## config.mk

```make
export PLATFORM = sky130hd
export DESIGN_NAME = line_rasterizer_top
export DESIGN_NICKNAME = d
export VERILOG_FILES = /design/src/rtl/lr_pkg.sv /design/src/rtl/lr_front.sv /design/src/rtl/lr_queue.sv /design/src/rtl/lr_back.sv /design/src/rtl/line_rasterizer_top.sv
export SDC_FILE = /design/constraint.sdc
export NUM_CORES = 1
export LEC_CHECK = 0
export BUFFER_PORTS_ARGS = -buffer_cell sky130_fd_sc_hd__buf_2
export CORE_MARGIN = 10
export CORE_UTILIZATION = 53
export CTS_BUF_LIST = sky130_fd_sc_hd__clkbuf_2
export DETAILED_ROUTE_END_ITERATION = 16
export PLACE_DENSITY_LB_ADDON = 0.1
export SLEW_MARGIN = 25
export SYNTH_ARGS = -nofsm -noshare
export SYNTH_HDL_FRONTEND = slang
export SYNTH_SLANG_ARGS = --single-unit
```

## constraint.sdc

```tcl
create_clock -name clk -period 11.7 [get_ports clk]
set_input_delay 1.755 -clock clk [delete_from_list [all_inputs] [get_ports clk]]
set_output_delay 1.755 -clock clk [all_outputs]
set_load 0.02 [all_outputs]
```

## src/rtl/lr_pkg.sv

```systemverilog
// Shared types and constants for the line rasterizer.
package lr_pkg;

	localparam int DEF_COLUMNS = 1024;
	localparam int COORD_W     = 10;
	localparam int COLOR_W     = 24;
	localparam int OFFSET_W    = 20;
	localparam int ERR_W       = 12;
	localparam int QUEUE_DEPTH = 4;

	localparam logic KIND_START = 1'b0;
	localparam logic KIND_STEP  = 1'b1;

	typedef struct packed {
		logic               kind;
		logic [COORD_W-1:0] x_start;
		logic [COORD_W-1:0] y_start;
		logic [COORD_W-1:0] x_end;
		logic [COORD_W-1:0] y_end;
		logic [COLOR_W-1:0] paint;
	} item_t;

	typedef struct packed {
		logic [COORD_W-1:0]  pixel_x;
		logic [COORD_W-1:0]  pixel_y;
		logic [OFFSET_W-1:0] pixel_offset;
		logic [COLOR_W-1:0]  pixel_color;
		logic                last;
	} pixel_t;

	// classified request as held in the queue
	typedef struct packed {
		logic               kind;
		logic [COORD_W-1:0] x_start;
		logic [COORD_W-1:0] y_start;
		logic [COORD_W-1:0] x_end;
		logic [COORD_W-1:0] y_end;
		logic [COLOR_W-1:0] color;
		logic               col_down;
		logic               row_down;
		logic               rows_major;
		logic [COORD_W-1:0] major;
		logic [COORD_W-1:0] minor;
	} cmd_t;

endpackage

```

## src/rtl/lr_front.sv

```systemverilog
// Front end: accepts requests and works out octant and deltas for each request.
module lr_front (
	input  lr_pkg::item_t item,
	input  logic          item_valid,
	input  logic          full,
	output logic          item_stall,
	output logic          push,
	output lr_pkg::cmd_t  cmd
);
	import lr_pkg::*;

	logic               col_down;
	logic               row_down;
	logic               rows_major;
	logic [COORD_W-1:0] adx;
	logic [COORD_W-1:0] ady;

	always_comb begin
		col_down   = item.x_end < item.x_start;
		row_down   = item.y_end < item.y_start;
		adx        = col_down ? item.x_start - item.x_end : item.x_end - item.x_start;
		ady        = row_down ? item.y_start - item.y_end : item.y_end - item.y_start;
		// columns win a tie
		rows_major = ady > adx;

		cmd.kind       = item.kind;
		cmd.x_start    = item.x_start;
		cmd.y_start    = item.y_start;
		cmd.x_end      = item.x_end;
		cmd.y_end      = item.y_end;
		cmd.color      = item.paint;
		cmd.col_down   = col_down;
		cmd.row_down   = row_down;
		cmd.rows_major = rows_major;
		cmd.major      = rows_major ? ady : adx;
		cmd.minor      = rows_major ? adx : ady;
	end

	assign item_stall = full;
	assign push       = item_valid && !full;

endmodule

```

## src/rtl/lr_queue.sv

```systemverilog
// Short request queue between front and back end.
module lr_queue (
	input  logic         clk,
	input  logic         arst_n,
	input  logic         push,
	input  lr_pkg::cmd_t wdata,
	input  logic         pop,
	output lr_pkg::cmd_t rdata,
	output logic         empty,
	output logic         full
);
	import lr_pkg::*;

	localparam int PTR_W = $clog2(QUEUE_DEPTH);

	cmd_t             entry_q [QUEUE_DEPTH];
	logic [PTR_W-1:0] wr_ptr_q;
	logic [PTR_W-1:0] rd_ptr_q;
	logic [PTR_W:0]   count_q;

	assign empty = count_q == '0;
	assign full  = count_q == (PTR_W+1)'(QUEUE_DEPTH);
	assign rdata = entry_q[rd_ptr_q];

	always_ff @(posedge clk or negedge arst_n) begin
		if (!arst_n) begin
			wr_ptr_q <= '0;
			rd_ptr_q <= '0;
			count_q  <= '0;
		end else begin
			if (push) begin
				wr_ptr_q <= (wr_ptr_q == PTR_W'(QUEUE_DEPTH-1)) ? '0 : wr_ptr_q + 1'b1;
			end
			if (pop) begin
				rd_ptr_q <= (rd_ptr_q == PTR_W'(QUEUE_DEPTH-1)) ? '0 : rd_ptr_q + 1'b1;
			end
			if (push && !pop) begin
				count_q <= count_q + 1'b1;
			end else if (pop && !push) begin
				count_q <= count_q - 1'b1;
			end
		end
	end

	always_ff @(posedge clk) begin
		if (push) begin
			entry_q[wr_ptr_q] <= wdata;
		end
	end

endmodule

```

## src/rtl/lr_back.sv

```systemverilog
// Back end: holds the active line, steps it and registers each pixel.
module lr_back #(
	parameter int COLUMNS = lr_pkg::DEF_COLUMNS
) (
	input  logic          clk,
	input  logic          arst_n,
	input  lr_pkg::cmd_t  head,
	input  logic          head_valid,
	output logic          pop,
	output lr_pkg::pixel_t pixel,
	output logic          pixel_valid,
	input  logic          pixel_stall
);
	import lr_pkg::*;

	localparam logic [12:0] COL_MULT = 13'(COLUMNS);

	logic [COORD_W-1:0]     cur_col_q, cur_row_q, end_col_q, end_row_q;
	logic [COORD_W-1:0]     major_q, minor_q;
	logic signed [ERR_W-1:0] err_q;
	logic                   col_down_q, row_down_q, rows_major_q;
	logic                   busy_q;
	logic [COLOR_W-1:0]     color_q;
	pixel_t                 pixel_q;
	logic                   pixel_valid_q;

	logic                   can_load;
	logic                   is_last;
	logic                   err_pos;
	logic                   emit;
	logic [COORD_W-1:0]     col_next, row_next;
	logic signed [ERR_W-1:0] err_next, err_start;
	logic [22:0]            row_prod;

	always_comb begin
		can_load = !pixel_valid_q || !pixel_stall;
		pop      = head_valid && can_load;
		emit     = pop && (head.kind == KIND_STEP) && busy_q;
		is_last  = rows_major_q ? (cur_row_q == end_row_q) : (cur_col_q == end_col_q);
		err_pos  = err_q > 0;

		col_next = cur_col_q;
		row_next = cur_row_q;
		err_next = err_q + $signed({2'b00, minor_q});
		if (err_pos) begin
			err_next = err_next - $signed({2'b00, major_q});
			if (rows_major_q) begin
				col_next = col_down_q ? cur_col_q - 1'b1 : cur_col_q + 1'b1;
			end else begin
				row_next = row_down_q ? cur_row_q - 1'b1 : cur_row_q + 1'b1;
			end
		end
		if (rows_major_q) begin
			row_next = row_down_q ? cur_row_q - 1'b1 : cur_row_q + 1'b1;
		end else begin
			col_next = col_down_q ? cur_col_q - 1'b1 : cur_col_q + 1'b1;
		end

		err_start = $signed({2'b00, head.minor}) - $signed({3'b000, head.major[COORD_W-1:1]});
		row_prod  = cur_row_q * COL_MULT;
	end

	always_ff @(posedge clk or negedge arst_n) begin
		if (!arst_n) begin
			busy_q        <= 1'b0;
			pixel_valid_q <= 1'b0;
		end else begin
			if (pixel_valid_q && !pixel_stall) begin
				pixel_valid_q <= 1'b0;
			end
			if (emit) begin
				pixel_valid_q <= 1'b1;
			end
			if (pop && head.kind == KIND_START) begin
				busy_q <= 1'b1;
			end else if (emit && is_last) begin
				busy_q <= 1'b0;
			end
		end
	end

	always_ff @(posedge clk) begin
		if (pop && head.kind == KIND_START) begin
			cur_col_q    <= head.x_start;
			cur_row_q    <= head.y_start;
			end_col_q    <= head.x_end;
			end_row_q    <= head.y_end;
			major_q      <= head.major;
			minor_q      <= head.minor;
			col_down_q   <= head.col_down;
			row_down_q   <= head.row_down;
			rows_major_q <= head.rows_major;
			color_q      <= head.color;
			err_q        <= err_start;
		end else if (emit && !is_last) begin
			cur_col_q <= col_next;
			cur_row_q <= row_next;
			err_q     <= err_next;
		end
		if (emit) begin
			pixel_q.pixel_x      <= cur_col_q;
			pixel_q.pixel_y      <= cur_row_q;
			pixel_q.pixel_offset <= row_prod[OFFSET_W-1:0] + OFFSET_W'(cur_col_q);
			pixel_q.pixel_color  <= color_q;
			pixel_q.last         <= is_last;
		end
	end

	assign pixel       = pixel_q;
	assign pixel_valid = pixel_valid_q;

endmodule

```

## src/rtl/line_rasterizer_top.sv

```systemverilog
// Top level of the line rasterizer.
// Bresenham line drawer, one pixel per clock while the output is not stalled. A start
// request (kind = 0) loads both endpoints and the color and produces no pixel; each step
// request (kind = 1) produces the next pixel of the active line with its frame-buffer
// offset (row * COLUMNS + column, low 20 bits), and last marks the second endpoint. A
// line of major delta N gives N + 1 pixels; steps with no active line are dropped, and a
// start drops any line in progress. Every request, start or step, is popped by the
// stepping unit in turn, so the block sustains one request per clock while the output is
// not stalled; with the queue empty and the output free, the classified request is
// written into a four-entry queue when it is accepted, and the stepping unit then pops it
// and loads its output register, from which the pixel of a step request is presented.
// A stalled output holds the queue, and input stall rises once it is full.
module line_rasterizer_top #(
	parameter int COLUMNS = lr_pkg::DEF_COLUMNS
) (
	input  logic           clk,
	input  logic           arst_n,
	input  lr_pkg::item_t  item,
	input  logic           item_valid,
	output logic           item_stall,
	output lr_pkg::pixel_t pixel,
	output logic           pixel_valid,
	input  logic           pixel_stall
);
	import lr_pkg::*;

	cmd_t q_wdata;
	cmd_t q_rdata;
	logic q_push;
	logic q_pop;
	logic q_empty;
	logic q_full;

	lr_front u_front (
		.item       (item),
		.item_valid (item_valid),
		.full       (q_full),
		.item_stall (item_stall),
		.push       (q_push),
		.cmd        (q_wdata)
	);

	lr_queue u_queue (
		.clk    (clk),
		.arst_n (arst_n),
		.push   (q_push),
		.wdata  (q_wdata),
		.pop    (q_pop),
		.rdata  (q_rdata),
		.empty  (q_empty),
		.full   (q_full)
	);

	lr_back #(
		.COLUMNS (COLUMNS)
	) u_back (
		.clk         (clk),
		.arst_n      (arst_n),
		.head        (q_rdata),
		.head_valid  (!q_empty),
		.pop         (q_pop),
		.pixel       (pixel),
		.pixel_valid (pixel_valid),
		.pixel_stall (pixel_stall)
	);

	a_no_push_full: assert property (@(posedge clk) disable iff (!arst_n)
		q_push |-> !q_full)
		else $error("queue written while full");

	a_no_pop_empty: assert property (@(posedge clk) disable iff (!arst_n)
		q_pop |-> !q_empty)
		else $error("queue read while empty");

	a_offset: assert property (@(posedge clk) disable iff (!arst_n)
		pixel_valid |-> pixel.pixel_offset ==
			OFFSET_W'(pixel.pixel_y * COLUMNS + pixel.pixel_x))
		else $error("pixel offset does not match coordinates");

	a_no_pop_on_stall: assert property (@(posedge clk) disable iff (!arst_n)
		(pixel_valid && pixel_stall) |-> !q_pop)
		else $error("request taken while pixel output is stalled");

endmodule
```

==> metrics.md <==
| Metric | Value |
|---|---|
| Worst slack on hold paths | `0.405 ns` |
| Pin count of the biggest net entering global routing | `53` |
| Global-route wire length before repair | `69900 µm` |
| Worst setup path category | `input pin to flip-flop` |
| Synth unique cells | `60` |
| Gate Count Post-Synth | `1311` |
| Placer Congestion | `0.855` |
| Detailed-route wire length | `44400 µm` |
| CTS root buf | `sky130_fd_sc_hd__clkbuf_2` |
| Maximum number of buffers from clock root to sink | `3` |
| Antenna-violating nets left | `0` |
| Crit start category | `input pin` |
| Insertion delay to the later sink of the worst-skew pair | `1.04 ns` |
| Fraction of synthesized cell area in xor and xnor cells | `3.04%` |
| Effective utilization at floorplan | `54.0%` |
| Async S/R FF share, synth | `1.78%` |
| Count of buffers from port buffering | `135` |
| Sequential-to-total area share from yosys stat | `68.2%` |
| Max-cap check violation count | `0` |
| Finish-stage setup viols | `0` |
| Number of hold violations in the final report | `0` |
| Largest cells by area after synthesis | `sky130_fd_sc_hd__edfxtp_1 (67%), sky130_fd_sc_hd__mux4_2 (8.9%), sky130_fd_sc_hd__ha_1 (5.6%)` |
| Clock Skews | `0.106 ns` |
| Horizontal die dimension | `225 µm` |
| Power per cell area | `307 mW/mm²` |
| Setup TNS | `0 ns` |
| Main combinational cell family by area after synthesis | `multiplexers` |
| Vias in the first global route | `12400` |
| Number of primary I/O pins | `136` |
| Compound-gate portion of the synthesized area | `5.63%` |
| CTS tree | `built` |
| P_leak | `9.33 nW` |
| Final routed wire length divided by cell count | `20.6 µm` |
| Remaining max-slew budget at the tightest pin | `37.4%` |
| Vertical die dimension | `225 µm` |
| Row Count | `74` |
| Net count after synthesis | `1489` |
| Number of antenna violations at the first check in global routing | `4` |
| Routed vias/inst | `5.47` |
| Floorplan die area | `0.0504 mm²` |
| Top_reg_cell synth | `sky130_fd_sc_hd__edfxtp_1` |
| H-tree depth | `4` |
| Portion of the clock cycle consumed by the worst path in the final layout | `51.9%` |
| Clock-pin slew on the worst setup and hold paths | `0.09 ns` |
| Crit path DAT | `6.82 ns` |
| Crit path required time | `12.45 ns` |
| Core region area | `0.0411 mm²` |
| Synthesized-area fraction occupied by and/or/nand/nor cells | `3.23%` |
| Unrepaired setup endpoints after global routing | `false` |
| Portion of netlist area occupied by mux cells | `10.4%` |
| Post-Synthesis Mean Instance Area | `16.9 µm²` |
| Post-layout nets | `1713` |
| Peak ir drop on the vdd network | `0.000140 V` |
| Class of the tightest hold or removal check | `flip-flop to flip-flop` |
| Worst Setup End Kind | `flip-flop` |
| Post-CTS Hold Buffers | `0` |
| Synth Warn # | `0` |
| Inserted Clock Buffers | `130` |
| Final Critical Period | `6.07 ns` |
| Post-synth top area cell | `sky130_fd_sc_hd__edfxtp_1` |
| Post-synth design cell area | `0.0222 mm²` |
| Slew at the pin closest to its max-slew limit | `0.929 ns` |
| Synthesized-area fraction occupied by adder cells | `6.49%` |
| Seq cells post-synth | `505` |
| PostCTS Resize Cnt | `0` |
| Result of the run | `finished clean` |
| Max-slew violation count | `0` |
| Layout cell share with drive strength beyond 1 | `28.6%` |
| Worst Path Max Fanout | `17` |
| Drt pass-1 iters | `5` |
| Area Growth Syn to Fin | `10.6%` |
| All-Layer GR Usage | `18.0%` |
| Starting DRC count in detailed routing | `728` |
| Fraction of post-synthesis cell area in the top cell type by area | `67.1%` |
| Num Clock Sinks | `505` |
| Post-CTS setup buffer count | `0` |
| Vias after detailed routing | `11800` |
| GRT Residual Overflow | `0` |
| Upper clock frequency limit | `165 MHz` |
| EDFF count, synth | `496` |
| DRC errors left | `0` |
| Placed wire-length estimate | `28100 µm` |
-- cells in the mapped netlist, drive strengths merged (6+ instances only) --
cell,instances
buf,38
a211oi,7
mux4,88
nor2,43
mux2i,25
a21oi,72
a21o,31
nand2,46
nand2b,6
xor2,38
nor3,8
nor2b,15
inv,97
edfxtp,496
clkbuf,19
ha,99
o21ai,37
a31oi,8
fa,10
xnor2,39
dfrtp,9
o21a,9
mux2,7
-- where the power goes --
part	internal [mW]	switching, mW	total, mW
logic	1.34	1.87	3.20
clock network	0.504	0.686	1.19
registers	2.85	0.273	3.13
-- critical path, cell delays in order --
cell	delay [ns]
sky130_fd_sc_hd__buf_2	0.13
sky130_fd_sc_hd__inv_1	0.05
sky130_fd_sc_hd__ha_1	0.24
sky130_fd_sc_hd__fa_1	0.40
sky130_fd_sc_hd__nor2b_1	0.18
sky130_fd_sc_hd__o31ai_1	0.11
sky130_fd_sc_hd__a21o_2	0.21
sky130_fd_sc_hd__o21ai_2	0.46
sky130_fd_sc_hd__inv_2	0.23
sky130_fd_sc_hd__o311ai_2	0.36
sky130_fd_sc_hd__a311o_1	0.23
sky130_fd_sc_hd__xor2_1	0.27
sky130_fd_sc_hd__inv_1	0.08
sky130_fd_sc_hd__ha_1	0.31
sky130_fd_sc_hd__nand4_1	0.15
sky130_fd_sc_hd__nor3_1	0.19
sky130_fd_sc_hd__a2111oi_0	0.10
sky130_fd_sc_hd__a31oi_2	0.54
sky130_fd_sc_hd__buf_4	0.39
sky130_fd_sc_hd__mux2_2	0.41
-- area by class of cell --
| type | count | area [µm²] |
|---|---|---|
| Fill cell | 3213 | 16600 |
| Sequential cell | 505 | 15100 |
| Multi-Input combinational cell | 652 | 6420 |
| Clock buffer | 179 | 896 |
| Timing Repair Buffer | 149 | 781 |
| Tap cell | 532 | 666 |
| Inverter | 97 | 367 |
| Clock inverter | 39 | 278 |
| Antenna cell | 2 | 5.00 |
-- final timing paths --
kind | cells past startpoint | slack [ns] | to | start
max | 20 | 5.63 | u_queue.entry_q[3][9] | item[34]
min | 0 | 0.40 | u_back.pixel[19] | u_back.color_q[18]
max reg2reg | 13 | 7.50 | u_back.err_q[9] | u_queue.rd_ptr_q[0]
min reg2reg | 0 | 0.40 | u_back.pixel[19] | u_back.color_q[18]
max in group asynchronous | 1 | 10.92 | u_queue.rd_ptr_q[0] | arst_n
min in group asynchronous | 1 | 0.57 | u_queue.rd_ptr_q[1] | arst_n
-- layer usage --
metal,up-vias,share of wire (%),global-route usage (%),wire length (µm)
li1,5564,-,-,-
met1,5842,44,23.8,19700
met2,299,48,28.8,21500
met3,84,5.5,4.68,2430
met4,6,1.7,5.81,764
met5,-,0.10,0,46
-- metrics by stage --
| stage | power (mW) | util [%] | worst slack (ns) | instance area, µm² | cells |
|---|---|---|---|---|---|
| after global routing | 8.10 | 59.7 | 5.33 | 24500 | 2154 |
| after detailed placement | 6.40 | 56.8 | 4.62 | 23400 | 1935 |
| after CTS | 7.62 | 59.7 | 5.76 | 24500 | 2153 |
| after global placement | 6.34 | 56.8 | 4.80 | 23400 | 1935 |
| final | 7.52 | 59.7 | 5.63 | 24500 | 2155 |
| after floorplan | 5.55 | - | 5.69 | 22200 | 1311 |
-- sequential cells by signal, indices dropped and copies added, names as in the netlist, 10 cells and up --
signal            flops
u_back.cur_row_q     10
u_back.err_q         12
u_back.pixel         45
u_queue.entry_q     352
u_back.major_q       10
u_back.end_col_q     10
u_back.end_row_q     10
u_back.minor_q       10
u_back.color_q       24
u_back.cur_col_q     10
-- logic make-up (layout without fill, tap and decap cells) --
family | count (synthesis) | count (layout)
adder cells (fa/ha/maj) | 109 | 109
XOR/XNOR | 77 | 77
AO/OA/AOI/OAI | 195 | 195
other | 0 | 2
buffers and inverters | 154 | 464
multiplexers | 120 | 120
AND/OR/NAND/NOR | 151 | 151
flip-flops | 505 | 505
-- cells in the final DEF (no fill, tap or decap), drive strengths merged, types with 6 or more instances in the layout --
master / n
a31oi: 8
fa: 10
mux2i: 25
inv: 104
dfrtp: 9
nor2b: 15
nand2: 46
o21ai: 37
a21o: 31
xor2: 38
mux2: 7
clkbuf: 179
clkinv: 27
ha: 99
a211oi: 7
nand2b: 6
xnor2: 39
nor2: 43
buf: 149
a21oi: 72
nor3: 8
mux4: 88
o21a: 9
edfxtp: 496
Power figures use the tool's default switching activity.
